--- config.mk ---
export PLATFORM = sky130hd
export DESIGN_NAME = midi_channel_voice_controller
export DESIGN_NICKNAME = d
export VERILOG_FILES = /design/src/rtl/mcvc_pkg.sv /design/src/rtl/midi_channel_voice_controller.sv /design/src/rtl/mcvc_serial_mul.sv /design/src/rtl/mcvc_div127.sv
export SDC_FILE = /design/constraint.sdc
export NUM_CORES = 2
export LEC_CHECK = 0
export BUFFER_PORTS_ARGS = -buffer_cell sky130_fd_sc_hd__buf_2
export CAP_MARGIN = 10
export CELL_PAD_IN_SITES_DETAIL_PLACEMENT = 1
export CELL_PAD_IN_SITES_GLOBAL_PLACEMENT = 2
export CORE_MARGIN = 4
export CORE_UTILIZATION = 23
export CTS_CLUSTER_DIAMETER = 80
export CTS_CLUSTER_SIZE = 8
export DETAILED_ROUTE_END_ITERATION = 8
export PLACE_DENSITY_LB_ADDON = 0.1
export SLEW_MARGIN = 10
export SYNTH_ARGS = -nofsm -noshare
export SYNTH_HDL_FRONTEND = slang
export SYNTH_SLANG_ARGS = --single-unit
--- constraint.sdc ---
create_clock -name clk -period 9.8 [get_ports clk]
set_clock_uncertainty 0.1 [all_clocks]
set_input_delay 2.94 -clock clk [delete_from_list [all_inputs] [get_ports clk]]
set_output_delay 2.94 -clock clk [all_outputs]
set_load 0.005 [all_outputs]
--- src/rtl/mcvc_pkg.sv ---
package mcvc_pkg;
  localparam int CHANNELS = 16;
  localparam int CW = $clog2(CHANNELS);
  localparam logic [13:0] RATE_MAX = 14'h3FFF;
  localparam logic [15:0] UNITY = 16'h1000;

  localparam logic [3:0] K_ON = 4'd0, K_OFF = 4'd1, K_VOL = 4'd2, K_PAN = 4'd3,
                         K_BEND = 4'd5, K_CTL = 4'd7, K_MARK = 4'd8;
  localparam logic [1:0] A_NONE = 2'd0, A_KEYON = 2'd1, A_KEYOFF = 2'd2,
                         A_RETUNE = 2'd3;
  localparam logic [1:0] CFG_MASTER = 2'd0, CFG_COUNT = 2'd1, CFG_PERC = 2'd2,
                         CFG_PLAY = 2'd3;

  function automatic logic [13:0] semi(input logic [6:0] i);
    logic [13:0] t [0:59];
    t = '{14'h0200, 14'h021E, 14'h023F, 14'h0261, 14'h0285, 14'h02AB, 14'h02D4,
          14'h02FF, 14'h032D, 14'h035D, 14'h0390, 14'h03C7, 14'h0400, 14'h043D,
          14'h047D, 14'h04C2, 14'h050A, 14'h0557, 14'h05A8, 14'h05FE, 14'h0659,
          14'h06BA, 14'h0721, 14'h078D, 14'h0800, 14'h087A, 14'h08FB, 14'h0983,
          14'h0A14, 14'h0AAE, 14'h0B50, 14'h0BFD, 14'h0CB3, 14'h0D74, 14'h0E41,
          14'h0F1A, 14'h1000, 14'h10F4, 14'h11F6, 14'h1307, 14'h1429, 14'h155C,
          14'h16A1, 14'h17F9, 14'h1966, 14'h1AE9, 14'h1C82, 14'h1E34, 14'h2000,
          14'h21E7, 14'h23EB, 14'h260E, 14'h2851, 14'h2AB7, 14'h2D41, 14'h2FF2,
          14'h32CC, 14'h35D1, 14'h3904, 14'h3C68};
    if (i >= 7'd60) return RATE_MAX;
    return t[i[5:0]];
  endfunction
endpackage

--- src/rtl/midi_channel_voice_controller.sv ---
// channel   direction  handshake        word
// in_       input      valid / stall    one sequencer event
// out_      output     valid / stall    one voice command
// cfg_      input      valid / ready    register index + data
// Volume, pan, controller, marker, off and ignored events go from dispatch straight
// to output; a bend takes two multiplies, a note on a divide, a multiply, a divide
// and a multiply (percussion skips the last multiply, a bend ratio adds one more),
// all on the bit-serial divider and multiplier. Next event is taken the cycle after the result leaves.
// Reset is synchronous; all channel state returns to its reset values at once.
// in_stall is high while an event is in work or its result waits on out_stall.
module midi_channel_voice_controller (
  input  logic        clk,
  input  logic        rst_n,
  input  logic        in_valid,
  output logic        in_stall,
  input  logic [3:0]  in_kind,
  input  logic [7:0]  in_chan,
  input  logic [7:0]  in_data_one,
  input  logic [7:0]  in_data_two,
  input  logic [6:0]  in_base_note,
  input  logic [13:0] in_clip_rate,
  output logic        out_valid,
  input  logic        out_stall,
  output logic [1:0]  out_action,
  output logic [3:0]  out_voice,
  output logic [7:0]  out_level,
  output logic [6:0]  out_balance,
  output logic [13:0] out_rate,
  output logic [15:0] out_marker,
  input  logic        cfg_valid,
  output logic        cfg_ready,
  input  logic [1:0]  cfg_index,
  input  logic [15:0] cfg_data
);
  import mcvc_pkg::*;

  typedef enum logic [3:0] {
    S_IDLE, S_DISP, S_DIV1, S_MUL2, S_DIV2, S_MUL3, S_MUL4, S_BENDM, S_RET, S_OUT
  } state_t;
  state_t state_r;

  logic [7:0]  master_r; logic [4:0] count_r; logic [15:0] perc_r; logic play_r;
  logic [7:0]  vol_r [CHANNELS]; logic [7:0] pan_r [CHANNELS];
  logic [7:0]  note_r [CHANNELS]; logic [CHANNELS-1:0] held_r;
  logic [13:0] nrate_r [CHANNELS]; logic [15:0] bend_r [CHANNELS];
  logic [15:0] marker_r;

  logic [3:0]  kind_r; logic [7:0] chan_r, d1_r, d2_r; logic [6:0] base_r;
  logic [13:0] clip_r, r_r;
  logic [1:0]  act_r; logic [7:0] lvl_r; logic [6:0] bal_r; logic [13:0] rate_o_r;
  logic        ov_r;

  logic        m_start, m_done, d_start, d_done;
  logic [15:0] m_a, m_b, d_n, d_q;
  logic [31:0] m_p;
  logic [CW-1:0] ci;
  logic        ok, perc;
  logic [13:0] clamped, lo, hi;
  logic [15:0] m_p12;
  logic [13:0] v14;
  logic [7:0]  tidx, sidx;
  logic [6:0]  tsel;

  mcvc_serial_mul u_mul (.clk, .rst_n, .start(m_start), .a(m_a), .b(m_b),
                         .done(m_done), .p(m_p));
  mcvc_div127 u_div (.clk, .rst_n, .start(d_start), .n(d_n), .done(d_done), .q(d_q));

  assign ci   = chan_r[CW-1:0];
  assign ok   = chan_r < 8'(CHANNELS);
  assign perc = (chan_r < 8'd16) && perc_r[chan_r[3:0]];
  assign m_p12 = (m_p[31:28] != 0) ? 16'hFFFF : m_p[27:12];
  assign clamped = (m_p12 == 16'd0) ? 14'd1 : (m_p12 > 16'(RATE_MAX)) ? RATE_MAX
                   : m_p12[13:0];
  // semitone index, clamped to 0..83
  always_comb begin
    logic signed [9:0] si;
    si = $signed({2'b0, d1_r}) - $signed({3'b0, base_r}) + 10'sd36;
    if (si < 0) tsel = 7'd0;
    else if (si > 10'sd83) tsel = 7'd83;
    else tsel = si[6:0];
  end
  assign v14 = {d2_r[6:0], d1_r[6:0]};
  assign tidx = 8'(v14[13:12]) + 8'd34;
  assign sidx = tidx + 8'd1;
  assign lo = semi(tidx[6:0]);
  assign hi = semi(sidx[6:0]);

  // second BENDM pass (kind tagged as marker) starts nothing
  assign m_start = (state_r == S_DIV1 && d_done) || (state_r == S_DIV2 && d_done)
                 || (state_r == S_BENDM && m_done && kind_r != K_MARK && !perc
                     && bend_r[ci] != UNITY)
                 || (state_r == S_DISP && kind_r == K_BEND)
                 || (state_r == S_MUL4 && m_done);
  always_comb begin
    m_a = '0; m_b = '0;
    case (state_r)
      S_DIV1:  begin m_a = d_q; m_b = 16'(master_r); end
      S_DIV2:  begin m_a = 16'(clip_r); m_b = 16'(semi(tsel)); end
      S_BENDM: begin m_a = 16'(clamped); m_b = bend_r[ci]; end
      S_DISP:  begin m_a = 16'(hi - lo); m_b = 16'(v14[11:0]); end
      S_MUL4:  begin m_a = 16'(nrate_r[ci]);
                     m_b = 16'(lo) + m_p[27:12]; if (m_b == 0) m_b = 16'd1; end
      default: ;
    endcase
  end
  assign d_start = (state_r == S_DISP && kind_r == K_ON) || (state_r == S_MUL2 && m_done);
  // level times master can pass 16 bits; any such value clamps to 128 anyway
  assign d_n = (state_r == S_DISP) ? 16'(vol_r[ci]) * 16'(d2_r)
             : (m_p[31:16] != 16'd0) ? 16'hFFFF : m_p[15:0];

  always_ff @(posedge clk) begin
    if (!rst_n) begin
      state_r <= S_IDLE; ov_r <= 1'b0;
      master_r <= 8'd100; count_r <= 5'd16; perc_r <= '0; play_r <= 1'b0;
      held_r <= '0; marker_r <= '0;
      for (int i = 0; i < CHANNELS; i++) begin
        vol_r[i] <= 8'd100; pan_r[i] <= 8'd64; note_r[i] <= '0;
        nrate_r[i] <= '0; bend_r[i] <= UNITY;
      end
    end else begin
      if (cfg_valid) begin
        case (cfg_index)
          CFG_MASTER: master_r <= cfg_data[7:0];
          CFG_COUNT:  count_r <= cfg_data[4:0];
          CFG_PERC:   perc_r <= cfg_data;
          CFG_PLAY:   play_r <= cfg_data[0];
          default: ;
        endcase
      end
      if (ov_r && !out_stall) ov_r <= 1'b0;
      case (state_r)
        S_IDLE: if (in_valid && !ov_r) begin
          kind_r <= in_kind; chan_r <= in_chan; d1_r <= in_data_one;
          d2_r <= in_data_two; base_r <= in_base_note; clip_r <= in_clip_rate;
          act_r <= A_NONE; lvl_r <= '0; bal_r <= '0; rate_o_r <= '0;
          state_r <= S_DISP;
        end
        S_DISP: begin
          if (kind_r == K_ON && play_r && ok && chan_r < 8'(count_r)) state_r <= S_DIV1;
          else if (kind_r == K_BEND && play_r && ok) state_r <= S_MUL4;
          else state_r <= S_OUT;
          case (kind_r)
            K_OFF: if (ok && held_r[ci] && note_r[ci] == d1_r) begin
              held_r[ci] <= 1'b0; act_r <= A_KEYOFF;
            end
            K_VOL: if (ok) vol_r[ci] <= d1_r;
            K_PAN: if (ok) pan_r[ci] <= d1_r;
            K_CTL: if (ok) begin
              if (d1_r == 8'd7) vol_r[ci] <= d2_r;
              else if (d1_r == 8'd10) pan_r[ci] <= d2_r;
            end
            K_MARK: marker_r <= {d2_r, d1_r};
            default: ;
          endcase
        end
        S_DIV1: if (d_done) state_r <= S_MUL2;
        S_MUL2: if (m_done) state_r <= S_DIV2;
        S_DIV2: if (d_done) begin
          lvl_r <= (d_q > 16'd128) ? 8'd128 : (d_q == 0) ? 8'd1 : d_q[7:0];
          state_r <= perc ? S_RET : S_MUL3;
          if (perc) begin
            r_r <= clip_r; nrate_r[ci] <= clip_r;
          end
        end
        S_MUL3: state_r <= S_BENDM;
        S_BENDM: if (m_done) begin
          r_r <= clamped;
          if (kind_r == K_MARK) state_r <= S_RET;
          else begin
            nrate_r[ci] <= clamped;
            if (!perc && bend_r[ci] != UNITY) begin
              kind_r <= K_MARK; state_r <= S_MUL3;
            end else state_r <= S_RET;
          end
        end
        S_MUL4: if (m_done) begin
          bend_r[ci] <= m_b; state_r <= S_RET;
        end
        S_RET: if (kind_r == K_BEND) begin
          if (m_done) begin
            if (held_r[ci] && !(chan_r < 8'(count_r) && perc)) begin
              act_r <= A_RETUNE; rate_o_r <= clamped;
            end
            state_r <= S_OUT;
          end
        end else begin
          note_r[ci] <= d1_r; held_r[ci] <= 1'b1; act_r <= A_KEYON;
          bal_r <= pan_r[ci][7] ? 7'd127 : pan_r[ci][6:0];
          rate_o_r <= r_r; state_r <= S_OUT;
        end
        S_OUT: if (!ov_r) begin
          ov_r <= 1'b1; state_r <= S_IDLE;
        end
        default: state_r <= S_IDLE;
      endcase
    end
  end
  // note: in the keyon path kind_r turns to marker only as an internal tag for
  // the second multiply; the marker write happened only in dispatch.

  assign in_stall = (state_r != S_IDLE) || ov_r;
  assign out_valid = ov_r;
  assign out_action = act_r;
  assign out_voice = (act_r != A_NONE) ? chan_r[3:0] : 4'd0;
  assign out_level = lvl_r;
  assign out_balance = bal_r;
  assign out_rate = rate_o_r;
  assign out_marker = marker_r;
  assign cfg_ready = 1'b1;
endmodule

--- src/rtl/mcvc_serial_mul.sv ---
// bit-serial multiply, one multiplier bit per cycle
module mcvc_serial_mul (
  input  logic        clk,
  input  logic        rst_n,
  input  logic        start,
  input  logic [15:0] a,
  input  logic [15:0] b,
  output logic        done,
  output logic [31:0] p
);
  import mcvc_pkg::*;
  logic [31:0] acc_r, acc_nxt, a_r, a_nxt;
  logic [15:0] b_r, b_nxt;
  logic [4:0]  cnt_r, cnt_nxt;
  logic        busy_r, busy_nxt, done_r, done_nxt;

  always_comb begin
    acc_nxt = acc_r; a_nxt = a_r; b_nxt = b_r; cnt_nxt = cnt_r;
    busy_nxt = busy_r; done_nxt = 1'b0;
    if (start) begin
      acc_nxt = '0; a_nxt = {16'd0, a}; b_nxt = b; cnt_nxt = 5'd16; busy_nxt = 1'b1;
    end else if (busy_r) begin
      if (b_r[0]) acc_nxt = acc_r + a_r;
      a_nxt = {a_r[30:0], 1'b0};
      b_nxt = {1'b0, b_r[15:1]};
      cnt_nxt = cnt_r - 5'd1;
      if (cnt_r == 5'd1) begin
        busy_nxt = 1'b0; done_nxt = 1'b1;
      end
    end
  end

  always_ff @(posedge clk) begin
    if (!rst_n) begin
      busy_r <= 1'b0; done_r <= 1'b0; cnt_r <= '0;
    end else begin
      busy_r <= busy_nxt; done_r <= done_nxt; cnt_r <= cnt_nxt;
    end
    acc_r <= acc_nxt; a_r <= a_nxt; b_r <= b_nxt;
  end
  assign done = done_r;
  assign p = acc_r;
endmodule

--- src/rtl/mcvc_div127.sv ---
// bit-serial restoring divide by 127, one quotient bit per cycle
module mcvc_div127 (
  input  logic        clk,
  input  logic        rst_n,
  input  logic        start,
  input  logic [15:0] n,
  output logic        done,
  output logic [15:0] q
);
  import mcvc_pkg::*;
  logic [15:0] n_r, n_nxt, q_r, q_nxt;
  logic [7:0]  rem_r, rem_nxt;
  logic [8:0]  trial;
  logic [4:0]  cnt_r, cnt_nxt;
  logic        busy_r, busy_nxt, done_r, done_nxt;

  always_comb begin
    n_nxt = n_r; q_nxt = q_r; rem_nxt = rem_r; cnt_nxt = cnt_r;
    busy_nxt = busy_r; done_nxt = 1'b0;
    trial = {rem_r, n_r[15]};
    if (start) begin
      n_nxt = n; q_nxt = '0; rem_nxt = '0; cnt_nxt = 5'd16; busy_nxt = 1'b1;
    end else if (busy_r) begin
      n_nxt = {n_r[14:0], 1'b0};
      if (trial >= 9'd127) begin
        rem_nxt = 8'(trial - 9'd127); q_nxt = {q_r[14:0], 1'b1};
      end else begin
        rem_nxt = trial[7:0]; q_nxt = {q_r[14:0], 1'b0};
      end
      cnt_nxt = cnt_r - 5'd1;
      if (cnt_r == 5'd1) begin
        busy_nxt = 1'b0; done_nxt = 1'b1;
      end
    end
  end

  always_ff @(posedge clk) begin
    if (!rst_n) begin
      busy_r <= 1'b0; done_r <= 1'b0; cnt_r <= '0;
    end else begin
      busy_r <= busy_nxt; done_r <= done_nxt; cnt_r <= cnt_nxt;
    end
    n_r <= n_nxt; q_r <= q_nxt; rem_r <= rem_nxt;
  end
  assign done = done_r;
  assign q = q_r;
endmodule

==> Word level (Yosys, flattened, before mapping) <==
Memories as Yosys holds them, arrays and structs flattened. A register that Yosys moved wholly into a read port is not among the register bits.
Index checks and enable logic that the tools add are counted.
{ "word_totals": {"ff_bits": 295, "latchBits": 0, "mem_bits_rw": 864, "mem_bits_ro": 2688, "inputBits": 72, "output_inout_bits": 54, "word_cells": 365, "mem_count": 8} }
{ "op_classes": {"addsub": 10, "mul": 1, "div": 0, "magnitude_cmp": 15, "n_eq_ne": 40, "shifts": 0, "muxes": 169, "bitwise_logic": 12, "n_reduce_logical": 76} }
{ "memory_table": {"columns": ["name", "words", "word_bits", "read_ports", "rd_clocked_by_memory_dff", "write_ports", "line", "source"], "rows": [
  ["(name not given)", 64, 14, 1, 0, 0, "mcvc_pkg.sv:26", "return t[i[5:0]];"],
  ["(name not given)", 64, 14, 1, 0, 0, "mcvc_pkg.sv:26", null],
  ["(name not given)", 64, 14, 1, 0, 0, "mcvc_pkg.sv:26", null],
  ["bend_r", 16, 16, 1, 1, 16, "midi_channel_voice_controller.sv:45", "logic [13:0] nrate_r [CHANNELS]; logic [15:0] bend_r [CHANNELS];"],
  ["nrate_r", 16, 14, 1, 1, 16, "midi_channel_voice_controller.sv:45", null],
  ["note_r", 16, 8, 1, 1, 16, "midi_channel_voice_controller.sv:44", "logic [7:0] note_r [CHANNELS]; logic [CHANNELS-1:0] held_r;"],
  ["2 more memories", null, null, null, null, null, null, null]
]} }
{ "ops": {"columns": ["op", "n"], "rows": [
  ["14-bit two-way mux", 23],
  ["16-bit two-way mux", 14],
  ["16-bit case mux with 5 select lines", 2],
  ["4-bit two-way mux", 29],
  ["8-bit two-way mux", 10],
  ["1-bit two-way mux", 65],
  ["14-bit case mux with 2 select lines", 2],
  ["16-bit zero test", 3],
  ["4-bit case mux with 10 select lines", 1],
  ["7-bit two-way mux", 5],
  ["32-bit adder", 1],
  ["16-bit case mux with 2 select lines", 1],
  ["4-bit by 3-bit == test with 1-bit output, second input constant", 6],
  ["1-bit logical AND", 24],
  ["8-bit OR reduction", 3],
  ["7-bit by 6-bit greater-or-equal comparator with 1-bit output, second input constant", 3],
  ["7-bit greater-or-equal comparator, second input constant", 3],
  ["6-bit NOT with 7-bit output", 3],
  ["5-bit two-way mux", 4],
  ["14-bit by 16-bit adder with 16-bit output", 1],
  ["16-bit bitwise AND", 1],
  ["4-bit by 2-bit == test with 1-bit output, second input constant", 4],
  ["16-bit by 14-bit greater-than comparator with 1-bit output, second input constant", 1],
  ["16-bit by 8-bit greater-than comparator with 1-bit output, second input constant", 1],
  ["59 further kinds", 113]
]} }

==> Depth between registers and ports, before layout <==
{ "depth": {"depth_word": 12, "depth_mapped": 30, "ltp_nobuf": 24} }

==> Modules after synthesis <==
From an unflattened synthesis, not the netlist that was laid out.
{ "hier_totals": {"hier_cells": 4725, "hier_area_um2": 58077.0} }
{ "by_module_without_submodules": {"columns": ["mod", "n_inst", "cells_each", "area_each_um2", "seq_area_each_um2"], "rows": [
  ["midi_channel_voice_controller", 1, 4005, 50992.7, 30189.0],
  ["mcvc_serial_mul", 1, 536, 5043.6, 2062.0],
  ["mcvc_div127", 1, 184, 2040.7, 1101.1]
]} }

==> Worst setup path after synthesis <==
No wires, ideal clock.
{ "synth_timing": {"path_kind": "flip-flop to flip-flop", "startpoint": "reg (tool-made name)", "endpoint": "reg u_div.n_r[15] (data pin)", "setup_ns": 0.195, "t_arrival_ns": 7.199, "required_ns": 9.505, "setup_slack_ns": 2.306, "stages_incl_launch_ff": 27, "n_path_buf": 6, "period_less_slack_ns": 7.494, "path_cell_list": "dfxtp_1 buf_4 buf_6 buf_2 buf_2 buf_2 buf_1 mux4_2 mux4_2 and2_1 fa_1 inv_1 fa_1 inv_1 fa_1 fa_1 ha_1 a21boi_0 o21ai_0 a21boi_0 o21ai_0 nand2b_1 a21o_1 a21oi_1 o21ai_0 xnor2_1 o311ai_0"} }
{ "synth_rtl": {"columns": ["element", "line", "source"], "rows": [
  ["to (signal assigned)", "mcvc_div127.sv:43", "n_r <= n_nxt; q_r <= q_nxt; rem_r <= rem_nxt;"],
  ["to (decl)", "mcvc_div127.sv:11", "logic [15:0] n_r, n_nxt, q_r, q_nxt;"]
]} }

==> Final worst setup path <==
{ "layout_timing": {"startpoint": "reg d1_r[0]", "endpoint": "reg u_mul.b_r[4] (data pin)"} }
{ "layout_between": {"elab_chain_len": 12, "elab_cells_between_ends": 16, "classes_between": "add/sub (2); order compare (3); mux (9); bitwise (1); memory (1)"} }
{ "layout_rtl": {"columns": ["element", "line", "source"], "rows": [
  ["from (decl)", "midi_channel_voice_controller.sv:48", "logic [3:0] kind_r; logic [7:0] chan_r, d1_r, d2_r; logic [6:0] base_r;"],
  ["from (signal assigned)", "midi_channel_voice_controller.sv:133", "kind_r <= in_kind; chan_r <= in_chan; d1_r <= in_data_one;"],
  ["8-bit by 7-bit subtractor with 9-bit output *", "midi_channel_voice_controller.sv:77", "si = $signed({2'b0, d1_r}) - $signed({3'b0, base_r}) + 10'sd36;"],
  ["9-bit by 7-bit adder with 10-bit output *", "midi_channel_voice_controller.sv:77", null],
  ["10-bit by 8-bit greater-than comparator with 1-bit output", "midi_channel_voice_controller.sv:79", "else if (si > 10'sd83) tsel = 7'd83;"],
  ["7-bit two-way mux", "midi_channel_voice_controller.sv:79", null],
  ["7-bit two-way mux *", "midi_channel_voice_controller.sv:78", "if (si < 0) tsel = 7'd0;"],
  ["6-bit NOT with 7-bit output (not written as such)", "mcvc_pkg.sv:26", null],
  ["memory read 64 x 14 bit", null, null],
  ["14-bit two-way mux (not written as such) (2 in series)", "mcvc_pkg.sv:26", null],
  ["14-bit two-way mux *", "mcvc_pkg.sv:26", null],
  ["16-bit case mux with 5 select lines *", "midi_channel_voice_controller.sv:96", "case (state_r)"],
  ["16-bit two-way mux *", "mcvc_serial_mul.sv:20", "if (start) begin"],
  ["net u_mul.b_nxt[4]", "mcvc_serial_mul.sv:13", "logic [15:0] b_r, b_nxt;"],
  ["to (signal assigned)", "mcvc_serial_mul.sv:39", "acc_r <= acc_nxt; a_r <= a_nxt; b_r <= b_nxt;"],
  ["to (decl)", "mcvc_serial_mul.sv:13", null]
]} }
The timed path passes the listed nets; every way through them passes the cells marked *. The select of a mux whose other input is x is not followed.
A chain may end at the register's enable or synchronous reset.

==> out/results.txt <==
CP Data Arrival Time -> 8000 ps
final wirelength -> 222 mm
drt via density -> 4.62
DRC Markers -> 0
HPWL after DPL -> 154 mm
Reg2Reg Depth -> 24
Setup crit start kind -> flip-flop
CTS Buffer Depth -> 3
Post-CTS Hold Buffers -> 0
Core Rows -> 183
# Post-CTS Setup Buffers -> 0
#FFs+latches synth -> 1163
Via Count -> 38348
Ports -> 126
post-synth top area share -> 52.6%
Seq/Total Area, Yosys -> 58.1%
clk sinks -> 1163
WHS Path Cells -> 2
Avg Synthesized Cell Area -> 12.2 um2
global-route usage over all layers -> 17.1%
clk slew on worst S/H paths -> 60 ps
placed cells -> 8022
synth top area cells -> edfxtp_1 53%, mux4_2 11%, nor2_1 6.0%, dfxtp_1 5.5%, nand2_1 3.4%
final setup vio count -> 0
RePlAce Congestion -> 0.765
Critical Path Sink Type -> flip-flop
worst path required time -> 10230 ps
CTS resizes -> 0
Yosys cell types -> 97
die area -> 258000 um2
HP Class -> reg -> reg
pins over their slew limit -> 0
largest net degree at the start of global routing -> 103
CTS HTree Levels -> 4
final hold violations -> 0
critical path peak fanout -> 19
remaining antenna violation count after routing -> 0
buffers added on ports -> 124
Lkg Pwr -> 23.3 nW
EDFF count, synth -> 1006
Synth Instances -> 4723
P per Cell Area -> 252 nW/um2
clock latency on the worst-skew pair -> 820 ps
Die Y -> 508 um
CTS root buffer -> clkbuf_16
CP Class -> reg -> reg
worst-margin pin slew -> 1260 ps
Post-Syn Area -> 57400 um2
CTS buffer count -> 170
Sum Neg Setup Slack -> 0 ps
final cell count without fillers -> 8301
fmax -> 132 MHz
most numerous cell in the Yosys netlist -> edfxtp_1
syn_nets -> 4950
Rel. slew slack -> 15.5%
vias in the first global route -> 40975
unrepaired setup endpoints after global routing -> false
DP Worst Slack -> 2080 ps
peak supply drop -> 0.174 mV
fill cell count -> 27005
post-route core utilization -> 27.1%
DIE WIDTH -> 508 um
Final WS setup -> 2230 ps
GR Overflow Total -> 0
Max-cap violations -> 0
area leader, netlist -> edfxtp_1
asr flop ratio synth -> 0%
wire length per cell -> 26.7 um
initial antenna violation count -> 13
synth cell count leaders -> 1006 x edfxtp_1, 914 x nor2_1, 526 x nand2_1
core area -> 248000 um2
outcome -> finished clean
Hold WS -> 364 ps
Initial Utilization -> 23.1%
fin nets -> 5091
fraction of layout instances using a drive strength above 1 -> 17.5%
fin crit share -> 77.2%
CTS tree -> done
Initial DRT Pass Iterations -> 5
Layout area overhead -> 17.4%
Syn. warnings -> 0
fin crit period -> 7570 ps
DRT iter0 DRCs -> 2611
ys flop type -> edfxtp_1
first-pass GRT wire length -> 318 mm
-- critical path: stages (launching register included) --
cell and delay [ps]:
edfxtp_1 350, clkinv_1 830, ha_1 600, inv_1 70, fa_1 300, xnor2_4 230
inv_2 340, ha_1 290, a31oi_1 60, nand3_1 140, nand2_1 60, or4_4 450
nand3_1 230, nand2_1 340, o21ai_0 520, inv_1 160, ha_1 340, nand2_1 130
o21ai_0 150, nand3_1 140, a21oi_1 110, a2111oi_4 350, a31oi_1 130, a31oi_4 680
a21oi_1 150
-- per-layer routing --
layer | vias to the layer above | global-route usage (%) | part of all wire [%]
li1 | 17452 | - | -
met2 | 574 | 28.3 | 48
met4 | 0 | 3.45 | 1.7
met5 | - | 0 | 0
met1 | 20120 | 24.0 | 47
met3 | 202 | 2.12 | 3.0
-- sequential cells by signal, indices dropped and copies added, names as in the netlist, 8 cells and up, named ones only --
name / cells
bend_r: 256
nrate_r: 224
note_r: 128
pan_r: 128
vol_r: 128
u_mul.a_r: 32
u_mul.p: 32
out_marker: 16
perc_r: 16
u_div.n_r: 16
u_div.q: 16
u_mul.b_r: 16
clip_r: 14
out_rate: 14
r_r: 14
chan_r: 8
d1_r: 8
d2_r: 8
master_r: 8
out_level: 8
u_div.rem_r: 8
-- kinds of logic (layout without fill, tap and decap cells) --
logic type               after synthesis  in the layout  share of synthesized area, %
AO/OA/AOI/OAI                        610            610                          7.07
XOR/XNOR                              83             83                          1.30
AND/OR/NAND/NOR                     1934           1934                          14.6
other                                  1              6                       0.00653
buffers and inverters                427            670                          3.06
flip-flops                          1163           1163                          58.1
adder cells (fa/ha/maj)              155            155                          3.89
multiplexers                         350            350                          12.0
-- metrics by stage --
stage,total power (W),area [um2]
final,0.0170,67400
after global routing,0.0180,67400
after CTS,0.0173,67400
after detailed placement,0.0114,62300
after global placement,0.0115,62300
after floorplan,0.00934,57400
-- cells in the final DEF, fill, tap and decap left out, types with 13 or more instances in the layout --
master,count
xnor2_1,50
mux4_2,272
a31oi_1,25
buf_2,123
o21ai_0,119
buf_4,163
a21oi_1,160
o21ai_1,22
nand2_1,526
xor2_1,32
nand3_1,88
edfxtp_1,1006
a211oi_1,41
nor2_2,21
dfxtp_1,152
nor3_1,72
o21a_1,13
inv_1,101
clkbuf_1,71
nor2_1,908
a21o_1,35
mux2i_1,71
fa_1,39
clkbuf_16,171
a21boi_0,51
a222oi_1,16
ha_1,116
nand4_1,18
nor2b_1,33
nand2b_1,26
and2_1,149
-- where the power goes --
| part | total, W | switching [W] | internal [W] |
|---|---|---|---|
| Combinational | 0.00530 | 0.00343 | 0.00187 |
| Sequential | 0.00591 | 0.000261 | 0.00565 |
| Clock | 0.00578 | 0.00240 | 0.00338 |
-- worst paths after layout --
kind                            startpoint            to  slack (ps)
worst min register to register  perc_r[12]    perc_r[12]         360
worst min-delay path            perc_r[12]    perc_r[12]         360
worst max-delay path               d1_r[0]  u_mul.b_r[4]        2230
worst max register to register     d1_r[0]  u_mul.b_r[4]        2230
-- final cells by class --
type	count	area (um2)	area share (%)
clock buffers	245	4590	6.80
multi-input cells	3133	22500	33.3
inverters	108	412	0.610
well taps	3330	4170	6.18
repair buffers	288	1870	2.77
flip-flops and latches	1163	33400	49.5
diodes	5	12.5	0.0186
clock inverters	29	542	0.803
No activity file was read; power rests on OpenSTA's default activity.
